[src/hw/rtl/sofd_pkg.sv]
// Package for the frame deframer: byte codes, parser phase codes, result kinds
// and the result record type. No dependencies.
`default_nettype none

package sofd_pkg;

  localparam logic [7:0] START_BYTE  = 8'h5C;
  localparam logic [7:0] END_BYTE    = 8'hC5;
  localparam logic [7:0] TARGET_MASK = 8'hF0;
  localparam logic [7:0] MODULE_MASK = 8'h0F;

  localparam int unsigned PHASE_W = 4;

  localparam logic [PHASE_W-1:0] PH_IDLE    = 4'd0;
  localparam logic [PHASE_W-1:0] PH_HEADER  = 4'd1;
  localparam logic [PHASE_W-1:0] PH_ADDR0   = 4'd2;
  localparam logic [PHASE_W-1:0] PH_ADDR1   = 4'd3;
  localparam logic [PHASE_W-1:0] PH_ADDR2   = 4'd4;
  localparam logic [PHASE_W-1:0] PH_ADDR3   = 4'd5;
  localparam logic [PHASE_W-1:0] PH_LENGTH  = 4'd6;
  localparam logic [PHASE_W-1:0] PH_PAYLOAD = 4'd7;
  localparam logic [PHASE_W-1:0] PH_END     = 4'd8;

  localparam logic [1:0] KIND_PAYLOAD  = 2'd0;
  localparam logic [1:0] KIND_ACCEPTED = 2'd1;
  localparam logic [1:0] KIND_BAD_END  = 2'd2;
  localparam logic [1:0] KIND_STRAY    = 2'd3;

  typedef struct packed {
    logic [1:0]  kind;
    logic [7:0]  data_byte;
    logic [7:0]  byte_index;
    logic [3:0]  target;
    logic [3:0]  module_res;
    logic [31:0] ip_addr;
    logic [7:0]  payload_size;
  } result_t;

endpackage

`default_nettype wire

[src/hw/rtl/sof_eof_frame_deframer_unit.sv]
// Start/end-delimited frame deframer: one received byte per item in, payload,
// frame-status and stray-byte items out. Depends on sofd_pkg, sofd_parser, sofd_out_fifo.
// A result is offered on m_tvalid once its byte has passed the input register and the result buffer.
// Throughput: one byte per cycle while the result buffer has a free slot; the parser
// steps between the input register and the two-entry result buffer.
// Reset (rst, synchronous): parser back to idle, frame fields cleared, buffers empty.
`default_nettype none

module sof_eof_frame_deframer_unit (
  input  wire logic        clk,
  input  wire logic        rst,
  // input item stream
  input  wire logic        s_tvalid,
  output logic             s_tready,
  input  wire logic [7:0]  s_tdata,   // [7:0] rx_byte
  // result item stream
  output logic             m_tvalid,
  input  wire logic        m_tready,
  output logic [63:0]      m_tdata,   // [7:0] data_byte, [15:8] byte_index,
                                      // [19:16] target, [23:20] module_res,
                                      // [55:24] ip_addr, [63:56] payload_size
  output logic [1:0]       m_tuser    // [1:0] kind
);
  import sofd_pkg::*;

  // Input register: hold one byte until the parser can take it.
  logic       in_valid;
  logic [7:0] in_byte;
  logic       fifo_ready;
  logic       fire;
  logic       res_valid;
  result_t    res;
  result_t    out_res;

  // The parser advances only when the result buffer has a free slot, so a
  // result formed in this cycle always has somewhere to go.
  assign fire     = in_valid && fifo_ready;
  assign s_tready = !in_valid || fifo_ready;

  always_ff @(posedge clk) begin
    if (rst) begin
      in_valid <= 1'b0;
    end else if (s_tready) begin
      in_valid <= s_tvalid;
    end
  end

  always_ff @(posedge clk) begin
    if (s_tready && s_tvalid) begin
      in_byte <= s_tdata;
    end
  end

  sofd_parser u_parser (
    .clk       (clk),
    .rst       (rst),
    .fire      (fire),
    .rx_byte   (in_byte),
    .res_valid (res_valid),
    .res       (res)
  );

  // Result buffer: its ready is registered, which parts the output side
  // from the input side; a stalled sink never drops a result.
  sofd_out_fifo u_out_fifo (
    .clk       (clk),
    .rst       (rst),
    .push      (fire && res_valid),
    .push_data (res),
    .ready     (fifo_ready),
    .out_valid (m_tvalid),
    .out_data  (out_res),
    .out_ready (m_tready)
  );

  // Pack the result fields, lowest field in the lowest bits.
  assign m_tdata = {out_res.payload_size, out_res.ip_addr, out_res.module_res,
                    out_res.target, out_res.byte_index, out_res.data_byte};
  assign m_tuser = out_res.kind;

endmodule

`default_nettype wire

[src/hw/rtl/sofd_parser.sv]
// Frame parser core: phase register, frame field registers and the per-byte
// decode that forms at most one result. Depends on sofd_pkg.
`default_nettype none

module sofd_parser (
  input  wire logic             clk,
  input  wire logic             rst,
  input  wire logic             fire,
  input  wire logic [7:0]       rx_byte,
  output logic                  res_valid,
  output sofd_pkg::result_t     res
);
  import sofd_pkg::*;

  logic [PHASE_W-1:0] phase, phase_next;
  logic [3:0]         header_target, header_target_next;
  logic [3:0]         header_module, header_module_next;
  logic [31:0]        address_accum, address_accum_next;
  logic [7:0]         length_reg, length_reg_next;
  logic [7:0]         payload_count, payload_count_next;
  logic [7:0]         count_inc;

  assign count_inc = payload_count + 8'd1;

  always_comb begin
    phase_next         = phase;
    header_target_next = header_target;
    header_module_next = header_module;
    address_accum_next = address_accum;
    length_reg_next    = length_reg;
    payload_count_next = payload_count;
    res_valid          = 1'b0;
    res.kind           = KIND_PAYLOAD;
    res.data_byte      = rx_byte;
    res.byte_index     = '0;
    res.target         = header_target;
    res.module_res     = header_module;
    res.ip_addr        = address_accum;
    res.payload_size   = length_reg;
    unique case (phase)
      PH_HEADER: begin
        header_target_next = 4'((rx_byte & TARGET_MASK) >> 4);
        header_module_next = 4'(rx_byte & MODULE_MASK);
        phase_next         = PH_ADDR0;
      end
      PH_ADDR0, PH_ADDR1, PH_ADDR2, PH_ADDR3: begin
        address_accum_next = {address_accum[23:0], rx_byte};
        phase_next         = phase + PHASE_W'(1);
      end
      PH_LENGTH: begin
        length_reg_next    = rx_byte;
        payload_count_next = '0;
        phase_next         = (rx_byte == 8'd0) ? PH_END : PH_PAYLOAD;
      end
      PH_PAYLOAD: begin
        res_valid          = 1'b1;
        res.kind           = KIND_PAYLOAD;
        res.byte_index     = payload_count;
        payload_count_next = count_inc;
        if (count_inc == length_reg) begin
          phase_next = PH_END;
        end
      end
      PH_END: begin
        res_valid  = 1'b1;
        res.kind   = (rx_byte == END_BYTE) ? KIND_ACCEPTED : KIND_BAD_END;
        phase_next = PH_IDLE;
      end
      default: begin
        // idle and unused codes: wait for the start byte
        phase_next = PH_IDLE;
        if (rx_byte == START_BYTE) begin
          header_target_next = '0;
          header_module_next = '0;
          address_accum_next = '0;
          length_reg_next    = '0;
          payload_count_next = '0;
          phase_next         = PH_HEADER;
        end else begin
          res_valid        = 1'b1;
          res.kind         = KIND_STRAY;
          res.target       = '0;
          res.module_res   = '0;
          res.ip_addr      = '0;
          res.payload_size = '0;
        end
      end
    endcase
  end

  always_ff @(posedge clk) begin
    if (rst) begin
      phase         <= PH_IDLE;
      header_target <= '0;
      header_module <= '0;
      address_accum <= '0;
      length_reg    <= '0;
      payload_count <= '0;
    end else if (fire) begin
      phase         <= phase_next;
      header_target <= header_target_next;
      header_module <= header_module_next;
      address_accum <= address_accum_next;
      length_reg    <= length_reg_next;
      payload_count <= payload_count_next;
    end
  end

endmodule

`default_nettype wire

[src/hw/rtl/sofd_out_fifo.sv]
// Two-entry result buffer with a registered ready; entry 0 drives the output.
// Depends on sofd_pkg.
`default_nettype none

module sofd_out_fifo (
  input  wire logic              clk,
  input  wire logic              rst,
  input  wire logic              push,
  input  wire sofd_pkg::result_t push_data,
  output logic                   ready,
  output logic                   out_valid,
  output sofd_pkg::result_t      out_data,
  input  wire logic              out_ready
);
  import sofd_pkg::*;

  result_t    entry [2];
  logic [1:0] count;
  logic       pop;
  logic       wr_idx;

  assign pop       = (count != 2'd0) && out_ready;
  assign ready     = (count != 2'd2);
  assign out_valid = (count != 2'd0);
  assign out_data  = entry[0];
  // write slot after a possible shift
  assign wr_idx    = 1'((count - {1'b0, pop}) & 2'd1);

  // A push into slot 0 takes the place of the shift from slot 1.
  always_ff @(posedge clk) begin
    if (push && !wr_idx) begin
      entry[0] <= push_data;
    end else if (pop) begin
      entry[0] <= entry[1];
    end
    if (push && wr_idx) begin
      entry[1] <= push_data;
    end
  end

  always_ff @(posedge clk) begin
    if (rst) begin
      count <= '0;
    end else begin
      count <= count + {1'b0, push} - {1'b0, pop};
    end
  end

endmodule

`default_nettype wire

[config.mk]
export PLATFORM = sky130hd
export DESIGN_NAME = sof_eof_frame_deframer_unit
export DESIGN_NICKNAME = d
export VERILOG_FILES = /design/src/hw/rtl/sofd_pkg.sv /design/src/hw/rtl/sof_eof_frame_deframer_unit.sv /design/src/hw/rtl/sofd_parser.sv /design/src/hw/rtl/sofd_out_fifo.sv
export SDC_FILE = /design/constraint.sdc
export NUM_CORES = 1
export LEC_CHECK = 0
export ABC_AREA = 1
export BUFFER_PORTS_ARGS = -buffer_cell sky130_fd_sc_hd__clkbuf_2
export CORE_ASPECT_RATIO = 1.25
export CORE_MARGIN = 2
export CORE_UTILIZATION = 35
export DETAILED_ROUTE_END_ITERATION = 16
export PLACE_DENSITY = 0.51
export SYNTH_ARGS = -nofsm -noshare
export SYNTH_HDL_FRONTEND = slang
export SYNTH_HIERARCHICAL = 1
export SYNTH_SLANG_ARGS = --single-unit
[constraint.sdc]
create_clock -name clk -period 6.45 [get_ports clk]
set_clock_uncertainty 0.15 [all_clocks]
set_input_delay 0.9675 -clock clk [delete_from_list [all_inputs] [get_ports clk]]
set_output_delay 0.9675 -clock clk [all_outputs]
set_load 0.01 [all_outputs]
==> flow_summary.toml <==
[run_status]
run_status = "finished clean"

[floorplanning]
placement_row_count = 67
floorplan.die_area_sq_um = 28200
die_w_um = 151
starting_density_of_the_core_pct = 35.3
placeableCoreArea_sq_um = 26700
die_height_um = 187
floorplan.io_pins = 80

[synth]
synth_nets = 1026
syn-cell-area_sq_um = 9420
post-synth-top-area-cell = "sky130_fd_sc_hd__edfxtp_1"
synth_cell_type_count = 34
synth_compound_area_share_pct = 6.76
muxShareOfSynthArea_pct = 0
synthAdderAreaFrac_pct = 1.06
yosysWarningCount = 6
yosys_most_used_dff = "sky130_fd_sc_hd__edfxtp_1"
synth.avg_cell_area_sq_um = 9.36
netlist_top_cells_area = "sky130_fd_sc_hd__edfxtp_1 45%, sky130_fd_sc_hd__dfxtp_1 13%, sky130_fd_sc_hd__nand2_1 7.5%, sky130_fd_sc_hd__buf_4 6.4%, sky130_fd_sc_hd__nor2_1 5.0%"
post_synth_inst_count = 1006
share_of_synthesized_area_occupied_by_flip_flops_and_latches_pct = 58.0
synth_largest_type_area_fraction_pct = 44.7
synth-simple-area-share_pct = 20.6
synth-xor-area-share_pct = 0.279
main_combinational_cell_family_by_area_after_synthesis = "simple AND/OR/NAND/NOR gates"
number_of_enable_type_register_cells_in_the_synthesized_netlist = 140
async_flop_share_pct = 0
postSynthRegisterBits = 203

[cells_and_area]
fin_cells = 1348
n_antenna_cell = 0
registers_with_the_most_flip_flops = "u_out_fifo/entry: 132 flops, u_parser/address_accum: 32 flops"
filler_cell_count = 2715
final_net_count = 1007
mostFrequentLayoutCells = "188 x sky130_fd_sc_hd__nand2_1, 140 x sky130_fd_sc_hd__edfxtp_1, 126 x sky130_fd_sc_hd__nor2_1, 93 x sky130_fd_sc_hd__inv_1, 79 x sky130_fd_sc_hd__clkbuf_2"
max_flop_register = "u_out_fifo/entry"
final_layout_size_suffix_gt1_share_pct = 14.2
commonest_non_fill_non_tap_cell_in_the_layout = "sky130_fd_sc_hd__nand2_1"
synth_to_layout_area_growth_pct = 7.59
largest_register_ff_count = 132

[critical_path]
worst_path_largest_cell_delay_ns = 0.73
timing.critical_path.from_type = "register"
crit_path_to = "u_out_fifo/entry[0][98]$_DFFE_PP_"
crit_slowest_cell = "sky130_fd_sc_hd__ha_2"
critical_path.reg2reg.endpoint = "u_out_fifo/entry[0][98]$_DFFE_PP_"
crit-reg2reg-launch = "u_parser/phase[0]$_SDFFE_PP0P_"
criticalPathCategory = "reg -> reg"
timing.critical_path.cells = "inv_1 -> ha_1 -> o21a_1 -> nor2_2 -> buf_4 -> nand3_4 -> nor2_4 -> buf_4 -> inv_1 -> nand2_1 -> inv_1 -> nor2_1 -> ha_2 -> buf_4"
r2r_slack_ns = 2.12
worst-endpoint-arrival_ns = 4.31
critical_path.max_fanout = 49
rr_worst_depth = 14
endpoint_type_of_the_worst_setup_path = "register"
crit_start = "u_parser/phase[0]$_SDFFE_PP0P_"
timing.critical_path.required_ns = 6.43

[timing]
final_max_slew_viol_count = 0
slew_headroom_pct = 31.1
min_period_ns = 4.33
final_ws_setup_ns = 2.12
grt_setup_unrepaired = "false"
timing.final.setup_violations = 0
worst_slew_pin_slew_ns = 1.03
fmax_mhz = 231
timing.setup.tns_ns = 0
period_share_pct = 67.2
hold_viol_final = 0

[grt]
global_route.usage.total_pct = 14.3
first_pass_grt_wire_length_mm = 32.5
largest_net_degree_at_the_start_of_global_routing = 70
via_count_of_the_first_global_routing_pass = 6210
grt_antenna_before_repair = 0
globalRouteOverflowTotal = 0

[power]
internal_power_mw = 2.62
switching_power_mw = 1.25
switching_share_pct = 32.3
comb_power_share_pct = 23.8
power.clock.fraction_pct = 29.9
p_seq_share_pct = 46.3
leakage_nw = 3.91
peakVddDrop_v = 0.000198
pwr_density_cell_nw_per_um2 = 382

[job]
drv_cap = 0

[hold_path]
timing.hold.worst.class = "reg -> reg"

[cts]
cts-root-buf = "sky130_fd_sc_hd__clkbuf_16"
cts-htree-levels = 1
postCtsSetupBuffers = 0
cts_max_path_buffers = 3
tritoncts_clock_tree = "yes"
postCtsHoldBufs = 0
clock_transition_at_path_regs_ns = 0.06
inserted_clock_buffers = 22
clock-sinks = 203
ctsResizeCount = 0
later_pin_clock_latency_in_the_skew_report_ns = 0.50

[placement]
placed_cells_incl_taps = 1308
placement.io_buffers = 79
hpwl_reported_at_the_end_of_detailed_placement_mm = 13.0
gp_routability_congestion = 0.793
dp_slack_ns = 2.07

[detailed_routing]
drt_first_iter_violations = 446
vias = 6420
routedWlPerCell_um = 14.9
ant_nets = 0
wirelength_mm = 20.1
drcViolationCount = 0
drtPass1Iterations = 7
detail_route.vias_per_cell = 4.76
metrics by stage:
step	utilization, %	cell area [sq um]	hold WS [ns]	power, mW
floorplan	-	9420	0.295	2.65
global placement	35.5	9460	0.307	2.75
detailed placement	35.5	9460	0.308	2.77
CTS	38.0	10100	0.315	3.94
global route	38.0	10100	0.329	4.09
finish	38.0	10100	0.319	3.87
critical path: cells and delay by family, from the launching register on:
kind	cells	cell delay [ns]
compound gates	1	0.17
fa+ha+maj	2	0.95
buf+inv	6	1.63
flops	1	0.43
simple gates	5	0.60
power by group through the flow:
stage               clock (mW)  sequential [mW]  combinational, mW
floorplan                    0             1.80              0.850
global placement             0             1.82              0.936
detailed placement           0             1.82              0.943
CTS                       1.20             1.80              0.944
global route              1.25             1.81               1.03
finish                    1.16             1.79              0.921
area by class of cell:
class | instances | area [sq um] | area share [%]
flip-flops and latches | 203 | 5470 | 54.0
multi-input cells | 571 | 2720 | 26.9
clock buffers | 30 | 612 | 6.04
repair buffers | 88 | 463 | 4.57
well taps | 345 | 432 | 4.26
inverters | 101 | 379 | 3.74
clock inverters | 10 | 55.1 | 0.543
synthesized netlist by cell type (2+ instances only):
master / n
sky130_fd_sc_hd__nand2_1: 189
sky130_fd_sc_hd__edfxtp_1: 140
sky130_fd_sc_hd__nor2_1: 126
sky130_fd_sc_hd__inv_1: 93
sky130_fd_sc_hd__buf_4: 80
sky130_fd_sc_hd__nand4_1: 72
sky130_fd_sc_hd__dfxtp_1: 63
sky130_fd_sc_hd__o21ai_0: 55
sky130_fd_sc_hd__a21oi_1: 36
sky130_fd_sc_hd__nand3_1: 33
sky130_fd_sc_hd__o21ai_1: 28
sky130_fd_sc_hd__buf_2: 27
sky130_fd_sc_hd__clkbuf_1: 18
sky130_fd_sc_hd__ha_1: 8
sky130_fd_sc_hd__inv_2: 7
sky130_fd_sc_hd__buf_6: 5
sky130_fd_sc_hd__nor2_2: 5
sky130_fd_sc_hd__a21oi_2: 2
sky130_fd_sc_hd__nand2_2: 2
sky130_fd_sc_hd__nand4_2: 2
sky130_fd_sc_hd__xor2_1: 2
how the worst min path moves through the flow:
stage	start	endpoint	slack, ns	cells past startpoint
floorplan	u_parser/header_module[0]$_SDFFE_PP0P_	u_parser/header_module[0]$_SDFFE_PP0P_	0.30	2
global placement	u_parser/header_module[1]$_SDFFE_PP0P_	u_parser/header_module[1]$_SDFFE_PP0P_	0.31	2
detailed placement	u_parser/header_target[1]$_SDFFE_PP0P_	u_parser/header_target[1]$_SDFFE_PP0P_	0.31	2
CTS	u_parser/header_target[1]$_SDFFE_PP0P_	u_parser/header_target[1]$_SDFFE_PP0P_	0.32	2
global route	u_parser/header_target[1]$_SDFFE_PP0P_	u_parser/header_target[1]$_SDFFE_PP0P_	0.33	2
finish	u_parser/header_target[1]$_SDFFE_PP0P_	u_parser/header_target[1]$_SDFFE_PP0P_	0.32	2
logic make-up (layout without fill, tap and decap cells):
logic type | after synthesis | count (layout)
adders and majority gates | 8 | 8
DFF | 203 | 203
AOI/OAI and AO/OA | 124 | 124
xor gates and xnor gates | 3 | 3
and+or+nand+nor | 436 | 436
buffers and inverters | 232 | 229
per-layer routing:
metal | vias to the layer above | wire length (um) | share of wire [%] | global-route usage (%)
met1 | 2993 | 8530 | 42 | 18.4
met4 | 0 | 355 | 1.8 | 4.10
li1 | 3254 | - | - | -
met2 | 152 | 10400 | 52 | 25.0
met5 | - | 0 | 0 | 0
met3 | 21 | 824 | 4.1 | 1.93
(Power assumes the default switching activity.)
